--- src/hdl/fwt_pkg.sv ---
package fwt_pkg;

   localparam int FuncW = 2;
   localparam int FenceW = 64;
   localparam int EventIdW = 8;
   localparam int StatusW = 3;
   localparam int CsrAddrW = 4;
   localparam int CsrDataW = 64;

   localparam int WaiterDepthDefault = 16;
   localparam int EventBitsDefault = 8;

   localparam logic [FuncW-1:0] FUNC_WAIT = 2'd0;
   localparam logic [FuncW-1:0] FUNC_SIGNAL = 2'd1;

   localparam logic CSR_IDX_INITIAL_VALUE = 1'b0;

   typedef enum logic [1:0] {
      OP_WAIT,
      OP_NULL,
      OP_SIGNAL,
      OP_QUERY
   } op_type;

   typedef enum logic [StatusW-1:0] {
      ST_QUEUED = 3'd0,
      ST_FIRED = 3'd1,
      ST_NULL_ID = 3'd2,
      ST_FULL = 3'd3,
      ST_IGNORED = 3'd4,
      ST_NONE = 3'd5,
      ST_QUERY = 3'd6
   } status_type;

   typedef struct packed {
      op_type op;
      logic [FenceW-1:0] operand;
      logic [EventIdW-1:0] event_id;
   } cmd_type;

   typedef struct packed {
      logic load;
      logic [FenceW-1:0] value;
   } cfg_type;

endpackage

--- src/hdl/fwt_front.sv ---
module fwt_front
   import fwt_pkg::*;
#(
   parameter int EVENT_BITS = EventBitsDefault
) (
   input  logic clock,
   input  logic reset,
   input  logic req_valid,
   output logic req_ready,
   input  logic [FuncW-1:0] req_func,
   input  logic [FenceW-1:0] req_operand_value,
   input  logic [EventIdW-1:0] req_event_id,
   output logic cq_valid,
   output cmd_type cq_cmd,
   input  logic cq_pop
);

   localparam int EvW = (EVENT_BITS < EventIdW) ? EVENT_BITS : EventIdW;

   cmd_type q_ff [2];
   logic wr_ptr_ff, wr_ptr_in;
   logic rd_ptr_ff, rd_ptr_in;
   logic [1:0] cnt_ff, cnt_in;
   logic push;
   logic [EventIdW-1:0] ev_masked;
   cmd_type cmd_new;

   assign req_ready = (cnt_ff != 2'd2);
   assign push = req_valid && req_ready;
   assign cq_valid = (cnt_ff != 2'd0);
   assign cq_cmd = q_ff[rd_ptr_ff];

   assign ev_masked = EventIdW'(req_event_id[EvW-1:0]);

   // classify the incoming word
   always_comb begin
      cmd_new.operand = req_operand_value;
      cmd_new.event_id = ev_masked;
      unique case (req_func)
         FUNC_WAIT: begin
            cmd_new.op = (ev_masked == '0) ? OP_NULL : OP_WAIT;
         end
         FUNC_SIGNAL: begin
            cmd_new.op = OP_SIGNAL;
         end
         default: begin
            cmd_new.op = OP_QUERY;
         end
      endcase
   end

   always_comb begin
      wr_ptr_in = push ? ~wr_ptr_ff : wr_ptr_ff;
      rd_ptr_in = cq_pop ? ~rd_ptr_ff : rd_ptr_ff;
      cnt_in = cnt_ff + 2'(push) - 2'(cq_pop);
   end

   always_ff @(posedge clock) begin
      if (reset) begin
         wr_ptr_ff <= 1'b0;
         rd_ptr_ff <= 1'b0;
         cnt_ff <= 2'd0;
      end else begin
         wr_ptr_ff <= wr_ptr_in;
         rd_ptr_ff <= rd_ptr_in;
         cnt_ff <= cnt_in;
      end
      if (push) begin
         q_ff[wr_ptr_ff] <= cmd_new;
      end
   end

endmodule

--- src/hdl/fwt_back.sv ---
module fwt_back
   import fwt_pkg::*;
#(
   parameter int WAITER_DEPTH = WaiterDepthDefault,
   parameter int EVENT_BITS = EventBitsDefault
) (
   input  logic clock,
   input  logic reset,
   input  cfg_type cfg,
   input  logic cq_valid,
   input  cmd_type cq_cmd,
   output logic cq_pop,
   output logic rsp_valid,
   input  logic rsp_ready,
   output logic [StatusW-1:0] rsp_status,
   output logic [EventIdW-1:0] rsp_fired_event,
   output logic [FenceW-1:0] rsp_fence_value_out,
   output logic rsp_last
);

   localparam int IdxW = (WAITER_DEPTH > 1) ? $clog2(WAITER_DEPTH) : 1;
   localparam int CntW = $clog2(WAITER_DEPTH + 1);
   localparam int EvW = (EVENT_BITS < EventIdW) ? EVENT_BITS : EventIdW;
   localparam logic [CntW-1:0] DepthCnt = CntW'(WAITER_DEPTH);

   typedef enum logic [1:0] {
      S_IDLE,
      S_EXEC,
      S_CHECK,
      S_FINISH
   } state_type;

   logic [FenceW-1:0] thr_mem [WAITER_DEPTH];
   logic [EvW-1:0] evt_mem [WAITER_DEPTH];

   state_type state_ff, state_in;
   cmd_type cmd_ff, cmd_in;
   logic [FenceW-1:0] fence_ff, fence_in;
   logic [CntW-1:0] count_ff, count_in;
   logic [CntW-1:0] scan_ff, scan_in;
   logic [CntW-1:0] keep_ff, keep_in;
   logic pend_valid_ff, pend_valid_in;
   logic [EvW-1:0] pend_event_ff, pend_event_in;
   logic [FenceW-1:0] rd_thr_ff;
   logic [EvW-1:0] rd_evt_ff;

   logic rsp_valid_ff, rsp_valid_in;
   status_type rsp_status_ff, rsp_status_in;
   logic [EventIdW-1:0] rsp_event_ff, rsp_event_in;
   logic [FenceW-1:0] rsp_fence_ff, rsp_fence_in;
   logic rsp_last_ff, rsp_last_in;

   logic out_free;
   logic mem_wr_en;
   logic [IdxW-1:0] mem_wr_addr;
   logic [FenceW-1:0] mem_wr_thr;
   logic [EvW-1:0] mem_wr_evt;
   logic mem_rd_en;
   logic [IdxW-1:0] mem_rd_addr;
   logic [CntW-1:0] scan_nx;

   assign out_free = !rsp_valid_ff || rsp_ready;
   assign scan_nx = scan_ff + CntW'(1);

   assign rsp_valid = rsp_valid_ff;
   assign rsp_status = rsp_status_ff;
   assign rsp_fired_event = rsp_event_ff;
   assign rsp_fence_value_out = rsp_fence_ff;
   assign rsp_last = rsp_last_ff;

   always_comb begin
      state_in = state_ff;
      cmd_in = cmd_ff;
      fence_in = fence_ff;
      count_in = count_ff;
      scan_in = scan_ff;
      keep_in = keep_ff;
      pend_valid_in = pend_valid_ff;
      pend_event_in = pend_event_ff;
      rsp_valid_in = rsp_valid_ff && !rsp_ready;
      rsp_status_in = rsp_status_ff;
      rsp_event_in = rsp_event_ff;
      rsp_last_in = rsp_last_ff;
      cq_pop = 1'b0;
      mem_wr_en = 1'b0;
      mem_wr_addr = count_ff[IdxW-1:0];
      mem_wr_thr = cmd_ff.operand;
      mem_wr_evt = cmd_ff.event_id[EvW-1:0];
      mem_rd_en = 1'b0;
      mem_rd_addr = '0;

      unique case (state_ff)
         S_IDLE: begin
            if (cq_valid) begin
               cmd_in = cq_cmd;
               cq_pop = 1'b1;
               state_in = S_EXEC;
            end
         end
         S_EXEC: begin
            if (out_free) begin
               rsp_valid_in = 1'b1;
               rsp_event_in = '0;
               rsp_last_in = 1'b1;
               state_in = S_IDLE;
               unique case (cmd_ff.op)
                  OP_NULL: begin
                     rsp_status_in = ST_NULL_ID;
                  end
                  OP_WAIT: begin
                     if (fence_ff >= cmd_ff.operand) begin
                        rsp_status_in = ST_FIRED;
                        rsp_event_in = cmd_ff.event_id;
                     end else if (count_ff == DepthCnt) begin
                        rsp_status_in = ST_FULL;
                     end else begin
                        rsp_status_in = ST_QUEUED;
                        mem_wr_en = 1'b1;
                        count_in = count_ff + CntW'(1);
                     end
                  end
                  OP_SIGNAL: begin
                     if (cmd_ff.operand <= fence_ff) begin
                        rsp_status_in = ST_IGNORED;
                     end else begin
                        fence_in = cmd_ff.operand;
                        rsp_status_in = ST_NONE;
                        if (count_ff != '0) begin
                           rsp_valid_in = rsp_valid_ff && !rsp_ready;
                           rsp_status_in = rsp_status_ff;
                           rsp_event_in = rsp_event_ff;
                           rsp_last_in = rsp_last_ff;
                           scan_in = '0;
                           keep_in = '0;
                           pend_valid_in = 1'b0;
                           mem_rd_en = 1'b1;
                           state_in = S_CHECK;
                        end
                     end
                  end
                  default: begin
                     rsp_status_in = ST_QUERY;
                  end
               endcase
            end
         end
         S_CHECK: begin
            if (rd_thr_ff <= fence_ff) begin
               if (!pend_valid_ff || out_free) begin
                  if (pend_valid_ff) begin
                     rsp_valid_in = 1'b1;
                     rsp_status_in = ST_FIRED;
                     rsp_event_in = EventIdW'(pend_event_ff);
                     rsp_last_in = 1'b0;
                  end
                  pend_valid_in = 1'b1;
                  pend_event_in = rd_evt_ff;
                  scan_in = scan_nx;
               end
            end else begin
               // compact: move the survivor down to the keep slot
               mem_wr_en = 1'b1;
               mem_wr_addr = keep_ff[IdxW-1:0];
               mem_wr_thr = rd_thr_ff;
               mem_wr_evt = rd_evt_ff;
               keep_in = keep_ff + CntW'(1);
               scan_in = scan_nx;
            end
            if (scan_in != scan_ff) begin
               if (scan_nx == count_ff) begin
                  state_in = S_FINISH;
               end else begin
                  mem_rd_en = 1'b1;
                  mem_rd_addr = scan_nx[IdxW-1:0];
               end
            end
         end
         default: begin
            if (out_free) begin
               count_in = keep_ff;
               rsp_valid_in = 1'b1;
               rsp_last_in = 1'b1;
               if (pend_valid_ff) begin
                  rsp_status_in = ST_FIRED;
                  rsp_event_in = EventIdW'(pend_event_ff);
               end else begin
                  rsp_status_in = ST_NONE;
                  rsp_event_in = '0;
               end
               pend_valid_in = 1'b0;
               state_in = S_IDLE;
            end
         end
      endcase

      rsp_fence_in = (rsp_valid_in && !(rsp_valid_ff && !rsp_ready)) ? fence_in : rsp_fence_ff;

      if (cfg.load) begin
         fence_in = cfg.value;
      end
   end

   always_ff @(posedge clock) begin
      if (reset) begin
         state_ff <= S_IDLE;
         fence_ff <= '0;
         count_ff <= '0;
         pend_valid_ff <= 1'b0;
         rsp_valid_ff <= 1'b0;
      end else begin
         state_ff <= state_in;
         fence_ff <= fence_in;
         count_ff <= count_in;
         pend_valid_ff <= pend_valid_in;
         rsp_valid_ff <= rsp_valid_in;
      end
      cmd_ff <= cmd_in;
      scan_ff <= scan_in;
      keep_ff <= keep_in;
      pend_event_ff <= pend_event_in;
      rsp_status_ff <= rsp_status_in;
      rsp_event_ff <= rsp_event_in;
      rsp_fence_ff <= rsp_fence_in;
      rsp_last_ff <= rsp_last_in;
   end

   always_ff @(posedge clock) begin
      if (mem_wr_en) begin
         thr_mem[mem_wr_addr] <= mem_wr_thr;
         evt_mem[mem_wr_addr] <= mem_wr_evt;
      end
      if (mem_rd_en) begin
         rd_thr_ff <= thr_mem[mem_rd_addr];
         rd_evt_ff <= evt_mem[mem_rd_addr];
      end
   end

endmodule

--- src/hdl/fence_waiter_table.sv ---
// a wait, query or rejected word passes the command queue, the command register and the result register
// signal on a table of n > 0 waiters: the scan reads every waiter before the last result is valid
// the table unit takes one word at a time and the scan sets the signal cost;
// a 2-entry command queue lets new words in while the table unit is busy
// reset clears control, empties the table and sets the fence value to zero
module fence_waiter_table
   import fwt_pkg::*;
#(
   parameter int WAITER_DEPTH = WaiterDepthDefault,
   parameter int EVENT_BITS = EventBitsDefault
) (
   input  logic clock,
   input  logic reset,
   input  logic req_valid,
   output logic req_ready,
   input  logic [FuncW-1:0] req_func,
   input  logic [FenceW-1:0] req_operand_value,
   input  logic [EventIdW-1:0] req_event_id,
   output logic rsp_valid,
   input  logic rsp_ready,
   output logic [StatusW-1:0] rsp_status,
   output logic [EventIdW-1:0] rsp_fired_event,
   output logic [FenceW-1:0] rsp_fence_value_out,
   output logic rsp_last,
   input  logic csr_psel,
   input  logic csr_penable,
   input  logic csr_pwrite,
   input  logic [CsrAddrW-1:0] csr_paddr,
   input  logic [CsrDataW-1:0] csr_pwdata,
   output logic [CsrDataW-1:0] csr_prdata,
   output logic csr_pready
);

   logic [FenceW-1:0] initial_value_ff, initial_value_in;
   logic csr_hit;
   cfg_type cfg;
   logic cq_valid;
   cmd_type cq_cmd;
   logic cq_pop;

   // registers sit on 8-byte boundaries, the top address bit is the index
   assign csr_hit = (csr_paddr[CsrAddrW-1] == CSR_IDX_INITIAL_VALUE);
   assign csr_pready = 1'b1;
   assign cfg.load = csr_psel && csr_penable && csr_pwrite && csr_hit;
   assign cfg.value = FenceW'(csr_pwdata);
   assign initial_value_in = cfg.load ? cfg.value : initial_value_ff;
   assign csr_prdata = csr_hit ? CsrDataW'(initial_value_ff) : '0;

   always_ff @(posedge clock) begin
      if (reset) begin
         initial_value_ff <= '0;
      end else begin
         initial_value_ff <= initial_value_in;
      end
   end

   fwt_front #(
      .EVENT_BITS(EVENT_BITS)
   ) u_front (
      .clock(clock),
      .reset(reset),
      .req_valid(req_valid),
      .req_ready(req_ready),
      .req_func(req_func),
      .req_operand_value(req_operand_value),
      .req_event_id(req_event_id),
      .cq_valid(cq_valid),
      .cq_cmd(cq_cmd),
      .cq_pop(cq_pop)
   );

   fwt_back #(
      .WAITER_DEPTH(WAITER_DEPTH),
      .EVENT_BITS(EVENT_BITS)
   ) u_back (
      .clock(clock),
      .reset(reset),
      .cfg(cfg),
      .cq_valid(cq_valid),
      .cq_cmd(cq_cmd),
      .cq_pop(cq_pop),
      .rsp_valid(rsp_valid),
      .rsp_ready(rsp_ready),
      .rsp_status(rsp_status),
      .rsp_fired_event(rsp_fired_event),
      .rsp_fence_value_out(rsp_fence_value_out),
      .rsp_last(rsp_last)
   );

endmodule

--- config.mk ---
export PLATFORM = sky130hd
export DESIGN_NAME = fence_waiter_table
export DESIGN_NICKNAME = d
export VERILOG_FILES = /design/src/hdl/fwt_pkg.sv /design/src/hdl/fwt_front.sv /design/src/hdl/fwt_back.sv /design/src/hdl/fence_waiter_table.sv
export SDC_FILE = /design/constraint.sdc
export NUM_CORES = 2
export LEC_CHECK = 0
export ABC_AREA = 1
export BUFFER_PORTS_ARGS = -buffer_cell sky130_fd_sc_hd__buf_2
export CAP_MARGIN = 20
export CORE_MARGIN = 4
export CORE_UTILIZATION = 55
export DETAILED_ROUTE_END_ITERATION = 6
export GPL_TIMING_DRIVEN = 0
export HOLD_SLACK_MARGIN = 0.05
export PLACE_DENSITY_LB_ADDON = 0.1
export SLEW_MARGIN = 20
export SYNTH_ARGS = -nofsm -noshare
export SYNTH_HDL_FRONTEND = slang
export SYNTH_SLANG_ARGS = --single-unit
--- constraint.sdc ---
create_clock -name clock -period 13.8 [get_ports clock]
set_clock_uncertainty 0.1 [all_clocks]
set_input_delay 3.45 -clock clock [delete_from_list [all_inputs] [get_ports clock]]
set_output_delay 3.45 -clock clock [all_outputs]
set_load 0.01 [all_outputs]
==> summary.txt <==
Run status
  – Status: finished, final reports clean

Synthesis
  – Synth Net Count: 7,615
  – Fraction of registers with async set/reset: 0%
  – Mapped cell area: 75,090 sq um
  – Register area share after synthesis: 65.35%
  – Syn Area/Cell: 10.25 sq um
  – Ys flop type: edfxtp_1
  – Top cell type's share of synthesized area: 61.59%
  – Yosys top cell by area: edfxtp_1
  – Flops & latches, synth: 1,681
  – Area contributors post-synth: edfxtp_1 62%, nand2_1 6.9%, nand3_1 5.9%
  – Count of cell types in the netlist: 48
  – Number of synthesized flops with an enable pin: 1,540
  – Yosys warns: 0
  – Post-Synthesis Cells: 7,328

Clock network
  – PostCTS Resize Cnt: 0
  – Clk buf depth: 3
  – Clk root buf: clkbuf_16
  – Cts bufs inserted: 173
  – Sink Count: 1,681
  – Clk_lat worst skew: 0.80 ns
  – Reg clk slew, reported paths: 0.06 ns
  – CTS tree: built
  – Setup bufs post-CTS: 0
  – Clock H-tree levels: 4
  – Hold Buf Count CTS: 0

STA
  – Final WS setup: 5.411 ns
  – Fin Setup TNS: 0 ns
  – Final hold slack: 0.3608 ns
  – Worst Tran Pin Value: 1.173 ns
  – Final Critical Period: 8.389 ns
  – Endpoints failing setup: 0
  – Slew HR: 21.79%
  – Final-report max-slew violation count: 0
  – Final hold vios: 0
  – Achievable Freq: 119.2 MHz
  – Tcrit/Tclk final: 60.79%
  – RSZ-0062 raised after global routing: no

Setup path
  – Reg2Reg Depth: 16
  – CP arrival: 4.84 ns
  – Reg2reg start: u_back.rd_thr_ff[45]
  – Setup CP Type: in -> out
  – WP data required: 10.25 ns
  – Startpoint types: input port
  – CP max FO: 10
  – CP startpoint: csr_paddr[3]
  – Crit. End Element: output port

Worst hold path
  – Hold Path Cell Cnt: 2
  – Hold Startpoint: initial_value_ff[35]
  – Hold crit path type: reg -> reg

Placed design
  – HPWL Detailed: 164.2 mm
  – Worst slack, placed: 5.405 ns
  – Final GP Congestion: 0.8796
  – Placed insts: 9,517
  – PortBufs: 286

Global routing
  – First-pass GRT wire length: 329.7 mm
  – Gr ovfl total: 0
  – Total Routing Usage GR: 31.29%
  – Pin count of the biggest net entering global routing: 49
  – Vias in the first global route: 52,590
  – Initial antenna violation count: 12

Detailed routing
  – # DRC: 0
  – Pre-antenna DRT Iters: 6
  – Final ANT Viol Nets: 0
  – Final wirelength: 225.3 mm
  – DR vias: 55,970
  – DR iter-0 viols: 6,645
  – WL per Instance: 22.92 um
  – Vias per inst: 5.693

Floorplanning
  – Placeable Area: 135,500 sq um
  – I/O pins: 292
  – DIE HEIGHT: 377.5 um
  – Die area: 142,500 sq um
  – Num rows: 135
  – Initial cell density of the core: 55.43%
  – Die Wd: 377.5 um

Layout
  – Area delta synth->final: 15.07%
  – Most frequent cells in the layout: 1,540 x edfxtp_1, 1,381 x nand2_1, 1,115 x inv_1
  – Final core utilization: 63.78%
  – Nets@finish: 8,198
  – Final cell count without fillers: 9,832
  – Share of cells above drive strength 1: 11.45%
  – Most common cell after layout, fill and taps aside: edfxtp_1

Pwr
  – Pleak: 35.31 nW
  – Peak supply drop: 0.0001649 V
  – Cell Pwr Density: 170.2 nW/um^2

Job
  – Max Cap Violations: 0
kinds of logic (layout without fill, tap and decap cells):
group	Yosys count	after routing	share of synthesized area [%]
AND/OR/NAND/NOR	3568	3568	21.34
flip-flops	1681	1681	65.35
buffers and inverters	1572	2290	8.358
AO/OA/AOI/OAI	359	359	2.543
adder cells (fa/ha/maj)	138	138	2.300
XOR/XNOR	9	9	0.1050
other	1	6	0.004994
cell usage after synthesis, types with 3 or more instances:
master / instances
nand2_1: 1381
a22o_1: 8
clkbuf_1: 210
a21oi_1: 210
a211oi_1: 3
ha_1: 138
inv_2: 5
buf_4: 17
buf_1: 23
nor3_1: 12
o21a_1: 5
and2_1: 64
buf_2: 189
nor4_1: 4
o21ai_0: 114
buf_6: 10
dfxtp_1: 141
o211ai_1: 3
edfxtp_1: 1540
nand3_1: 878
nor2_1: 704
inv_1: 1116
nand4_1: 514
xor2_1: 7
flip-flops by register name (all words and copies together) (netlist names), 2 cells and up:
register and count:
u_back.thr_mem 1024, u_front.q_ff 148, u_back.evt_mem 128, u_back.cmd_ff 74, initial_value_ff 64, u_back.fence_ff 64, u_back.rd_thr_ff 64, u_back.rsp_fence_value_out 64
u_back.pend_event_ff 8, u_back.rd_evt_ff 8, u_back.rsp_fired_event 8, u_back.count_ff 5, u_back.keep_ff 5, u_back.scan_ff 5, u_back.rsp_status 3, u_back.state_ff 2
u_front.cnt_ff 2
worst paths after layout:
| check | slack (ns) | to |
|---|---|---|
| max | 5.41 | csr_prdata[7] |
| min | 0.36 | initial_value_ff[35] |
| min reg2reg | 0.36 | initial_value_ff[35] |
| max reg2reg | 8.63 | u_back.thr_mem[14][29] |
final cells by class:
cell class	instances	area (sq um)
fill	10800	49060
clock inverter	81	686.9
clock buffer	229	4758
buffer	449	2069
sequential	1681	49070
multi-input combinational	4075	19980
antenna	5	12.51
timing repair buffer	408	3388
tap	1781	2228
inverter	1123	4218
critical path, stage by stage:
cell and delay, ns:
buf_2 0.08, clkbuf_1 0.58, clkbuf_1 0.44, nor2_1 0.11, buf_2 0.16
power by group:
group | switching, W | internal [W] | leakage, nW
logic | 0.00253 | 0.000864 | 17.5
registers | 0.000160 | 0.00658 | 15.1
clock network | 0.00194 | 0.00262 | 2.65
total | 0.00464 | 0.0101 | 35.3
layer usage:
layer | share of wire [%] | track usage, %
met2 | 47 | 50.01
met5 | 0 | 0
met4 | 5.4 | 15.89
met1 | 40 | 42.23
met3 | 7.8 | 4.386
per-stage QoR:
step                area, sq um  total power [W]
finish                    86410          0.01470
global route              86390          0.01528
CTS                       86390          0.01471
detailed placement        80950          0.01020
global placement          78750         0.009940
floorplan                 75090         0.008617
(Power assumes the default switching activity.)
